[src/sv/fcafm_pkg.sv]
`timescale 1ns / 1ps
`default_nettype none
// ----------------------------------------------------------------------------
// fcafm_pkg
// shared types and constants of the four-channel actuator fault monitor
// ----------------------------------------------------------------------------
package fcafm_pkg;

  localparam int THRESH_BITS    = 16;
  localparam int SENSE_BITS     = 4;
  localparam int CMD_BITS       = 8;
  localparam int RAISE_BASE     = 4;
  localparam int RUN_BIT        = 7;
  localparam int OUT_BITS       = 4;
  localparam int IN_DATA_BITS   = 32;
  localparam int OUT_DATA_BITS  = 8;
  localparam logic [THRESH_BITS-1:0] THRESH_RESET = 16'd1000;

  // input field positions inside s_tdata
  localparam int CMD_VALID_LSB  = 0;
  localparam int CMD_ENABLE_LSB = 1;
  localparam int CMD_POSE_LSB   = 9;
  localparam int TRIP_LSB       = 17;
  localparam int OFF_FAULT_LSB  = 21;
  localparam int ON_FAULT_LSB   = 25;

  // per-channel view of one poll transaction
  typedef struct packed {
    logic cmd_valid;
    logic run;
    logic enable_req;
    logic lower_req;
    logic raise_req;
    logic trip;
    logic off_fault;
    logic on_fault;
  } chan_ctl_t;

endpackage : fcafm_pkg
`default_nettype wire

[src/sv/fcafm_channel.sv]
`timescale 1ns / 1ps
`default_nettype none
// ----------------------------------------------------------------------------
// fcafm_channel
// one channel: command holds, drive latch and saturating stuck counter
// ----------------------------------------------------------------------------
module fcafm_channel
  import fcafm_pkg::*;
#(
  parameter int COUNT_BITS = 16
) (
  input  wire logic                   clk,
  input  wire logic                   rst,
  input  wire logic                   step,
  input  wire chan_ctl_t              ctl,
  input  wire logic [THRESH_BITS-1:0] threshold,
  output logic                        drive_next,
  output logic                        error_next
);

  localparam int CMP_BITS = (COUNT_BITS > THRESH_BITS) ? COUNT_BITS : THRESH_BITS;
  localparam logic [COUNT_BITS-1:0] COUNT_MAX = {COUNT_BITS{1'b1}};

  logic                  rearmed;
  logic                  raise_hold;
  logic                  lower_hold;
  logic                  drive;
  logic [COUNT_BITS-1:0] stuck_count;

  logic                  rearmed_next;
  logic                  raise_hold_next;
  logic                  lower_hold_next;
  logic [COUNT_BITS-1:0] stuck_count_next;
  logic                  pending;
  logic                  drive_set;
  logic                  fault;
  logic [COUNT_BITS-1:0] count_base;

  always_comb begin
    rearmed_next     = rearmed;
    raise_hold_next  = raise_hold;
    lower_hold_next  = lower_hold;
    pending          = 1'b0;
    if (ctl.cmd_valid) begin
      rearmed_next    = !ctl.enable_req;
      pending         = ctl.enable_req && rearmed;
      lower_hold_next = ctl.lower_req;
      raise_hold_next = !ctl.lower_req && ctl.raise_req;
    end
    drive_set  = drive || pending || raise_hold_next;
    drive_next = drive_set && ctl.trip && !lower_hold_next;
    fault      = drive_next ? ctl.on_fault : ctl.off_fault;
    count_base = (drive != drive_next) ? '0 : stuck_count;
    if (!fault) begin
      stuck_count_next = '0;
    end else if (count_base == COUNT_MAX) begin
      stuck_count_next = count_base;
    end else begin
      stuck_count_next = count_base + 1'b1;
    end
    error_next = CMP_BITS'(stuck_count_next) >= CMP_BITS'(threshold);
    if (!ctl.run) begin
      rearmed_next     = 1'b1;
      raise_hold_next  = 1'b0;
      lower_hold_next  = 1'b0;
      drive_next       = 1'b0;
      stuck_count_next = '0;
      error_next       = 1'b0;
    end
  end

  always_ff @(posedge clk) begin
    if (rst) begin
      rearmed     <= 1'b1;
      raise_hold  <= 1'b0;
      lower_hold  <= 1'b0;
      drive       <= 1'b0;
      stuck_count <= '0;
    end else if (step) begin
      rearmed     <= rearmed_next;
      raise_hold  <= raise_hold_next;
      lower_hold  <= lower_hold_next;
      drive       <= drive_next;
      stuck_count <= stuck_count_next;
    end
  end

endmodule : fcafm_channel
`default_nettype wire

[src/sv/four_channel_actuator_fault_monitor_top.sv]
`timescale 1ns / 1ps
`default_nettype none
// ----------------------------------------------------------------------------
// four_channel_actuator_fault_monitor_top
// per-channel actuator drive latch with stuck-sensor error flags
// ----------------------------------------------------------------------------
// Each input transaction is one poll pass (optional command plus sensor
// nibbles) and yields exactly one output transaction with the drive and error
// flags after that pass. The pass is evaluated combinationally from the
// channel state registers into the output register, so one transaction is
// taken per clock; the input is stalled only while the output register holds
// a result that the sink has not taken. The threshold register may be
// written at any time the block is idle.
module four_channel_actuator_fault_monitor_top
  import fcafm_pkg::*;
#(
  parameter int CHANNELS   = 4,
  parameter int COUNT_BITS = 16
) (
  input  wire logic                     clk,
  input  wire logic                     rst,
  input  wire logic                     cfg_wen,
  input  wire logic [THRESH_BITS-1:0]   cfg_wdata,
  input  wire logic                     s_tvalid,
  output logic                          s_tready,
  // cmd_valid, cmd_enable, cmd_pose, trip_sense, off_fault_sense, on_fault_sense
  input  wire logic [IN_DATA_BITS-1:0]  s_tdata,
  output logic                          m_tvalid,
  input  wire logic                     m_tready,
  // drive_flags, error_flags
  output logic [OUT_DATA_BITS-1:0]      m_tdata
);

  logic                   cmd_valid;
  logic [CMD_BITS-1:0]    cmd_enable;
  logic [CMD_BITS-1:0]    cmd_pose;
  logic [SENSE_BITS-1:0]  trip_sense;
  logic [SENSE_BITS-1:0]  off_fault_sense;
  logic [SENSE_BITS-1:0]  on_fault_sense;

  logic                   run_mode;
  logic                   run_next;
  logic [THRESH_BITS-1:0] threshold;
  logic                   step;
  logic [CHANNELS-1:0]    drive_vec;
  logic [CHANNELS-1:0]    error_vec;
  logic [OUT_BITS-1:0]    drive_flags;
  logic [OUT_BITS-1:0]    error_flags;

  assign cmd_valid       = s_tdata[CMD_VALID_LSB];
  assign cmd_enable      = s_tdata[CMD_ENABLE_LSB +: CMD_BITS];
  assign cmd_pose        = s_tdata[CMD_POSE_LSB +: CMD_BITS];
  assign trip_sense      = s_tdata[TRIP_LSB +: SENSE_BITS];
  assign off_fault_sense = s_tdata[OFF_FAULT_LSB +: SENSE_BITS];
  assign on_fault_sense  = s_tdata[ON_FAULT_LSB +: SENSE_BITS];

  assign s_tready = !m_tvalid || m_tready;
  assign step     = s_tvalid && s_tready;
  assign run_next = cmd_valid ? cmd_enable[RUN_BIT] : run_mode;

  for (genvar i = 0; i < CHANNELS; i++) begin : g_chan
    chan_ctl_t ctl;

    assign ctl.cmd_valid  = cmd_valid;
    assign ctl.run        = run_next;
    assign ctl.enable_req = cmd_enable[i];
    assign ctl.lower_req  = cmd_pose[i];
    if (RAISE_BASE + i < CMD_BITS) begin : g_raise
      assign ctl.raise_req = cmd_pose[RAISE_BASE + i];
    end else begin : g_no_raise
      assign ctl.raise_req = 1'b0;
    end
    if (i < SENSE_BITS) begin : g_sense
      assign ctl.trip      = trip_sense[i];
      assign ctl.off_fault = off_fault_sense[i];
      assign ctl.on_fault  = on_fault_sense[i];
    end else begin : g_no_sense
      assign ctl.trip      = 1'b0;
      assign ctl.off_fault = 1'b0;
      assign ctl.on_fault  = 1'b0;
    end

    fcafm_channel #(
      .COUNT_BITS(COUNT_BITS)
    ) u_chan (
      .clk       (clk),
      .rst       (rst),
      .step      (step),
      .ctl       (ctl),
      .threshold (threshold),
      .drive_next(drive_vec[i]),
      .error_next(error_vec[i])
    );
  end

  for (genvar b = 0; b < OUT_BITS; b++) begin : g_out
    if (b < CHANNELS) begin : g_bit
      assign drive_flags[b] = drive_vec[b];
      assign error_flags[b] = error_vec[b];
    end else begin : g_pad
      assign drive_flags[b] = 1'b0;
      assign error_flags[b] = 1'b0;
    end
  end

  always_ff @(posedge clk) begin
    if (rst) begin
      threshold <= THRESH_RESET;
    end else if (cfg_wen) begin
      threshold <= cfg_wdata;
    end
  end

  always_ff @(posedge clk) begin
    if (rst) begin
      run_mode <= 1'b0;
      m_tvalid <= 1'b0;
    end else begin
      if (step) begin
        run_mode <= run_next;
        m_tvalid <= 1'b1;
      end else if (m_tready) begin
        m_tvalid <= 1'b0;
      end
    end
  end

  always_ff @(posedge clk) begin
    if (step) begin
      m_tdata <= {error_flags, drive_flags};
    end
  end

endmodule : four_channel_actuator_fault_monitor_top
`default_nettype wire
[config.mk]
export PLATFORM = sky130hd
export DESIGN_NAME = four_channel_actuator_fault_monitor_top
export DESIGN_NICKNAME = d
export VERILOG_FILES = /design/src/sv/fcafm_pkg.sv /design/src/sv/fcafm_channel.sv /design/src/sv/four_channel_actuator_fault_monitor_top.sv
export SDC_FILE = /design/constraint.sdc
export NUM_CORES = 1
export LEC_CHECK = 0
export ABC_AREA = 1
export BUFFER_PORTS_ARGS = -buffer_cell sky130_fd_sc_hd__buf_4
export CORE_MARGIN = 2
export CORE_UTILIZATION = 55
export DETAILED_ROUTE_END_ITERATION = 16
export GPL_ROUTABILITY_DRIVEN = 0
export PLACE_DENSITY = 0.73
export SETUP_SLACK_MARGIN = 0.02
export SKIP_LAST_GASP = 1
export SLEW_MARGIN = 25
export SYNTH_ARGS = -nofsm -noshare
export SYNTH_HDL_FRONTEND = slang
export SYNTH_SLANG_ARGS = --single-unit
export TNS_END_PERCENT = 5
[constraint.sdc]
create_clock -name clk -period 10.2 [get_ports clk]
set_input_delay 1.02 -clock clk [delete_from_list [all_inputs] [get_ports clk]]
set_output_delay 1.02 -clock clk [all_outputs]
set_load 0.03 [all_outputs]
### Word level (Yosys, flattened, before mapping)

Index checks and enable logic that the tools add are counted.

* bits in registers: 106
* input bits: 53
* output and inout port bits: 10
* word-level logic and storage cells: 138

* add/sub/neg operators: 4
* magnitude comparators: 4
* equal/unequal tests: 9
* multiplexer cells: 55
* reductions and logical operators: 41

Operators with widths (number)
* $mux W16: 16
* $add A16 B1 Y16 const B: 4
* $eq A16 B16 Y1 const B: 4
* $ge A16 B16 Y1: 4
* $mux W1: 39
* $logic_and A1 B1 Y1: 17
* $logic_not A1 Y1: 13
* $logic_or A1 B1 Y1: 9
* $ne A1 B1 Y1: 4
* $ne A2 B2 Y1 const B: 1
* $reduce_and A2 Y1: 1
* $reduce_bool A2 Y1: 1

### Depth between registers and ports, before layout

* word-level depth: 12
* mapped depth: 30
* gate-level depth less buffers: 30

### Modules after synthesis

A second synthesis with hierarchy kept.

* cell total of the unflattened synthesis: 1473
* area total of the unflattened synthesis: 9068.7 µm²

By module, submodules not included
* fcafm_channel: instances 4, cells an instance 345, area an instance 2045.7 µm², sequential area each 400.4 µm²
* four_channel_actuator_fault_monitor_top: instances 1, cells an instance 93, area an instance 885.8 µm², sequential area each 600.6 µm²

### Worst setup path after synthesis

Ideal clock, no wire load.

* path kind: input-to-reg
* from: in s_tdata[0]
* to: reg m_tdata[4], data pin
* setup time: 0.250 ns
* data arrival time: 3.851 ns
* required time: 9.950 ns
* slack: 6.099 ns
* stages: 29
* path buffers: 1
* cell sequence: buf_4 -> nand3_1 -> nand4_1 -> nand3_2 -> nand2_4 -> clkinv_2 -> nand2_1 -> inv_1 -> ha_1 -> nand2_1 -> inv_1 -> nand3_4 -> nor2_4 -> nand4_1 -> nand2_1 -> nand3_1 -> ha_1 -> inv_1 -> nand2_1 -> a21oi_1 -> o21ai_0 -> nand2_1 -> a21boi_0 -> o21bai_1 -> nand2_1 -> a21oi_1 -> o21ai_0 -> nand2_1 -> inv_1

* longest elaborated chain between the ends: 11
* elaborated cells on any way between the ends: 17
* classes of those cells: add/sub: 1; order compare: 1; eq/ne: 2; mux: 8; reduce/logical: 5

Ends and longest elaborated chain
* from (decl): RTL line four_channel_actuator_fault_monitor_top.sv:27 `input wire logic [IN_DATA_BITS-1:0] s_tdata,`
* $mux W1: RTL line fcafm_channel.sv:44 `if (ctl.cmd_valid) begin`
* $logic_or A1 B1 Y1 (2 in series): RTL line fcafm_channel.sv:50 `drive_set = drive || pending || raise_hold_next;`
* $logic_and A1 B1 Y1 (2 in series): RTL line fcafm_channel.sv:51 `drive_next = drive_set && ctl.trip && !lower_hold_next;`
* $ne A1 B1 Y1: RTL line fcafm_channel.sv:53 `count_base = (drive != drive_next) ? '0 : stuck_count;`
* $mux W16: RTL line fcafm_channel.sv:53
* $add A16 B1 Y16 or $eq A16 B16 Y1 (tied branches): RTL line fcafm_channel.sv:59, fcafm_channel.sv:56
* $mux W16: RTL line fcafm_channel.sv:56 `end else if (count_base == COUNT_MAX) begin`
* $mux W16: RTL line fcafm_channel.sv:54 `if (!fault) begin`
* $ge A16 B16 Y1: RTL line fcafm_channel.sv:61 `error_next = CMP_BITS'(stuck_count_next) >= CMP_BITS'(threshold);`
* to (signal assigned): RTL line four_channel_actuator_fault_monitor_top.sv:130 `m_tdata <= {error_flags, drive_flags};`
* to (decl): RTL line four_channel_actuator_fault_monitor_top.sv:31 `output logic [OUT_DATA_BITS-1:0] m_tdata`

Parallel ways exist; a longest one is shown, timed or not.
A chain may end at the register's enable or synchronous reset.

### Worst setup path in the final report

* from: in s_tdata[0]
* to: reg m_tdata[5], data pin

Same word-level chain as after synthesis.

==> flow_summary.toml <==
[floorplan]
fp.coreArea_um2 = 15260
io_pins = 63
die_h_um = 129.2
initial_core_util_pct = 56.51
die_area_um2 = 16690
row_count = 45
die_x_um = 129.2

[worst_hold_path]
hp-start = "g_chan[1].u_chan.rearmed$_SDFFE_PP1P_"
holdPathEnd = "g_chan[1].u_chan.rearmed$_SDFFE_PP1P_"
min_path_type = "reg2reg"
whs_path_depth = 1

[clock_network]
ctsResizeCount = 0
cts_buffers = 9
path_clk_slew_ns = 0.07
cts.htree.levels = 3
clk_latency_ns = 0.36
cts_hold_buf = 0
cts_tree = "built"
root_buffer = "clkbuf_16"
cts_max_path_buffers = 2
post-cts-setup-buffers = 0
cts_sinks = 106

[worst_setup_path]
cp_slowest_cell = "nand3_1"
worstSetupPathType = "in2reg"
start_kind = "input port"
worst_ep_required_time_ns = 10.31
crit_path_frequent_cell = "nand2_1"
path_depth = 26
critPathLaunch = "s_tdata[0]"
path_buf_inv = 5
slowest_delay_ns = 0.37
r2r-end = "m_tdata[5]$_SDFFCE_PN0P_"
r2r_start = "g_chan[1].u_chan.drive$_SDFFE_PP0P_"
rrSetupSlack_ns = 6.03
reg2reg_depth = 23
crit_fanout = 17
end_kind = "flop"
crit_arrival_ns = 4.97
crit_family = "simple AND/OR/NAND/NOR gates"

[synthesis]
syn_area_um2 = 8622
synth.largest_area_cell = "dfxtp_1"
synth_fp_nets = 1471
synthTopCellsByArea = "dfxtp_1 23%, nand2_1 13%, ha_1 9.9%, a21oi_1 9.3%, inv_1 7.4%"
synthCells = 1350
synth_compound_area_share_pct = 15.14
yosysMostFrequentCell = "nand2_1"
muxShareOfSynthArea_pct = 0
synthFlopType = "dfxtp_1"
synth_cell_types = 43
synth-simple-area-share_pct = 37.86
synth_commonest_cells = "292 x nand2_1, 169 x inv_1, 160 x a21oi_1, 137 x nor2_1, 122 x nand3_1"
ys_async_sr_fraction_pct = 0
ys_ff_latch = 106
yosys.area.top_type_share_pct = 22.75
syn_area_per_cell_um2 = 6.387
synth_top_family_by_area = "simple AND/OR/NAND/NOR gates"
synth_fa_ha_area_share_pct = 9.868
synth-edff-count = 8
synth_seq_area_share_pct = 25.54
yosysWarnings = 0
synth_xor_area_share_pct = 1.016

[grt]
grt-ovfl-total = 0
grt_usage_pct = 27.88
antenna_found_initial = 0
grt_pass1_wl_mm = 37.63
grt_pass1_vias = 7932
grt_max_degree = 81

[route]
routed_wirelength_mm = 23.25
post_drt_wl_per_cell_um = 14.65
vias = 8913
antenna_left = 0
drc = 0
routed_via_density = 5.616
first_pass_iters = 5
drt_iter0_drc = 844

[timing]
min_period_ns = 4.855
rsz0062_at_grt = "false"
whs_ns = 0.4653
hold_violations = 0
finalSetupTns_ns = 0
fin_crit_sh_pct = 47.60
clock.fmax_ghz = 0.2060
relSlewSlack_pct = 37.89
finalSetupViolations = 0
tightest_slew_ns = 0.9317
fin_worst_skew_ns = 0.01139
worst_slack_ns = 5.345
timing.final.max_slew_violations = 0

[placed_design]
numPortBuffers = 56
dp_slack_ns = 5.091
hpwl_mm = 16.74

[layout]
area_growth_pct = 8.693
drive_gt1_share_pct = 9.302
num-nets-final = 1493
diodes = 0

[power_and_ir_drop]
powerDensity_nw_per_um2 = 95.85
ir_drop_uv = 80.68
leakagePower_nw = 4.039

[flow_run]
cap_violations = 0

[run_status]
status = "finished clean"
where the power goes:
group	leakage (nW)	internal, W	switching, W
Clock	0.130	0.000179	0.000157
Combinational	3.03	0.0000387	0.0000932
Sequential	0.877	0.000427	0.00000370
Total	4.04	0.000645	0.000253
layout make-up:
cell class,count,area [um^2]
tap,211,264.0
timing repair buffer,60,450.4
sequential,106,2202
fill,1538,5887
inverter,178,669.4
clock buffer,15,267.8
multi-input combinational,1017,5518
worst register-to-register path: cells and delay by family (launching register included):
kind            cells  cell delay [ns]
simple gates       14             2.32
fa+ha+maj           2             0.51
buf+inv             4             0.37
compound gates      3             0.40
flops               1             0.34
cell usage in the layout (no fill, tap or decap), types with 12 or more instances in the layout:
master     n
o21ai_0   34
and2_1    22
a21oi_1  160
nor3_1    13
nor2_1   136
dfxtp_1   98
nand3_1  122
nand2_1  291
nand4_1   76
buf_4     60
ha_1      68
nand2_2   12
inv_1    169
sequential cells by signal (all words and copies together) (netlist names):
signal,flops
g_chan.u_chan.drive,4
g_chan.u_chan.lower_hold,4
g_chan.u_chan.raise_hold,4
g_chan.u_chan.rearmed,4
g_chan.u_chan.stuck_count,64
m_tdata,8
m_tvalid,1
run_mode,1
threshold,16
worst max-delay path by stage:
stage	to	slack (ns)
after floorplan	m_tdata[4]$_SDFFCE_PN0P_	6.10
after global placement	m_tdata[4]$_SDFFCE_PN0P_	5.09
after detailed placement	m_tdata[5]$_SDFFCE_PN0P_	5.09
after CTS	m_tdata[5]$_SDFFCE_PN0P_	5.44
after global routing	m_tdata[4]$_SDFFCE_PN0P_	4.96
final	m_tdata[5]$_SDFFCE_PN0P_	5.34
cell families after synthesis:
logic type	Yosys count
XOR/XNOR	10
AO/OA/AOI/OAI	233
flip-flops	106
buffers and inverters	227
adder cells (fa/ha/maj)	68
AND/OR/NAND/NOR	706
stage by stage:
step | power [W] | cell area [um^2] | instances | util, %
2_1_floorplan | 0.0005259 | 8622 | 1350 | -
3_3_place_gp | 0.0005681 | 9104 | 1572 | 59.66
3_5_place_dp | 0.0005704 | 9104 | 1572 | 59.66
4_1_cts | 0.0009021 | 9371 | 1587 | 61.42
5_1_grt | 0.0009367 | 9371 | 1587 | 61.42
6_report | 0.0008982 | 9371 | 1587 | 61.42
routing by layer:
metal  share of wire, %  global-route usage [%]
met5                  0                       0
met2                 45                   45.29
met4                1.7                   8.824
met1                 48                   38.70
met3                6.0                   3.386
Note: power is estimated with default switching activity, not from simulation.
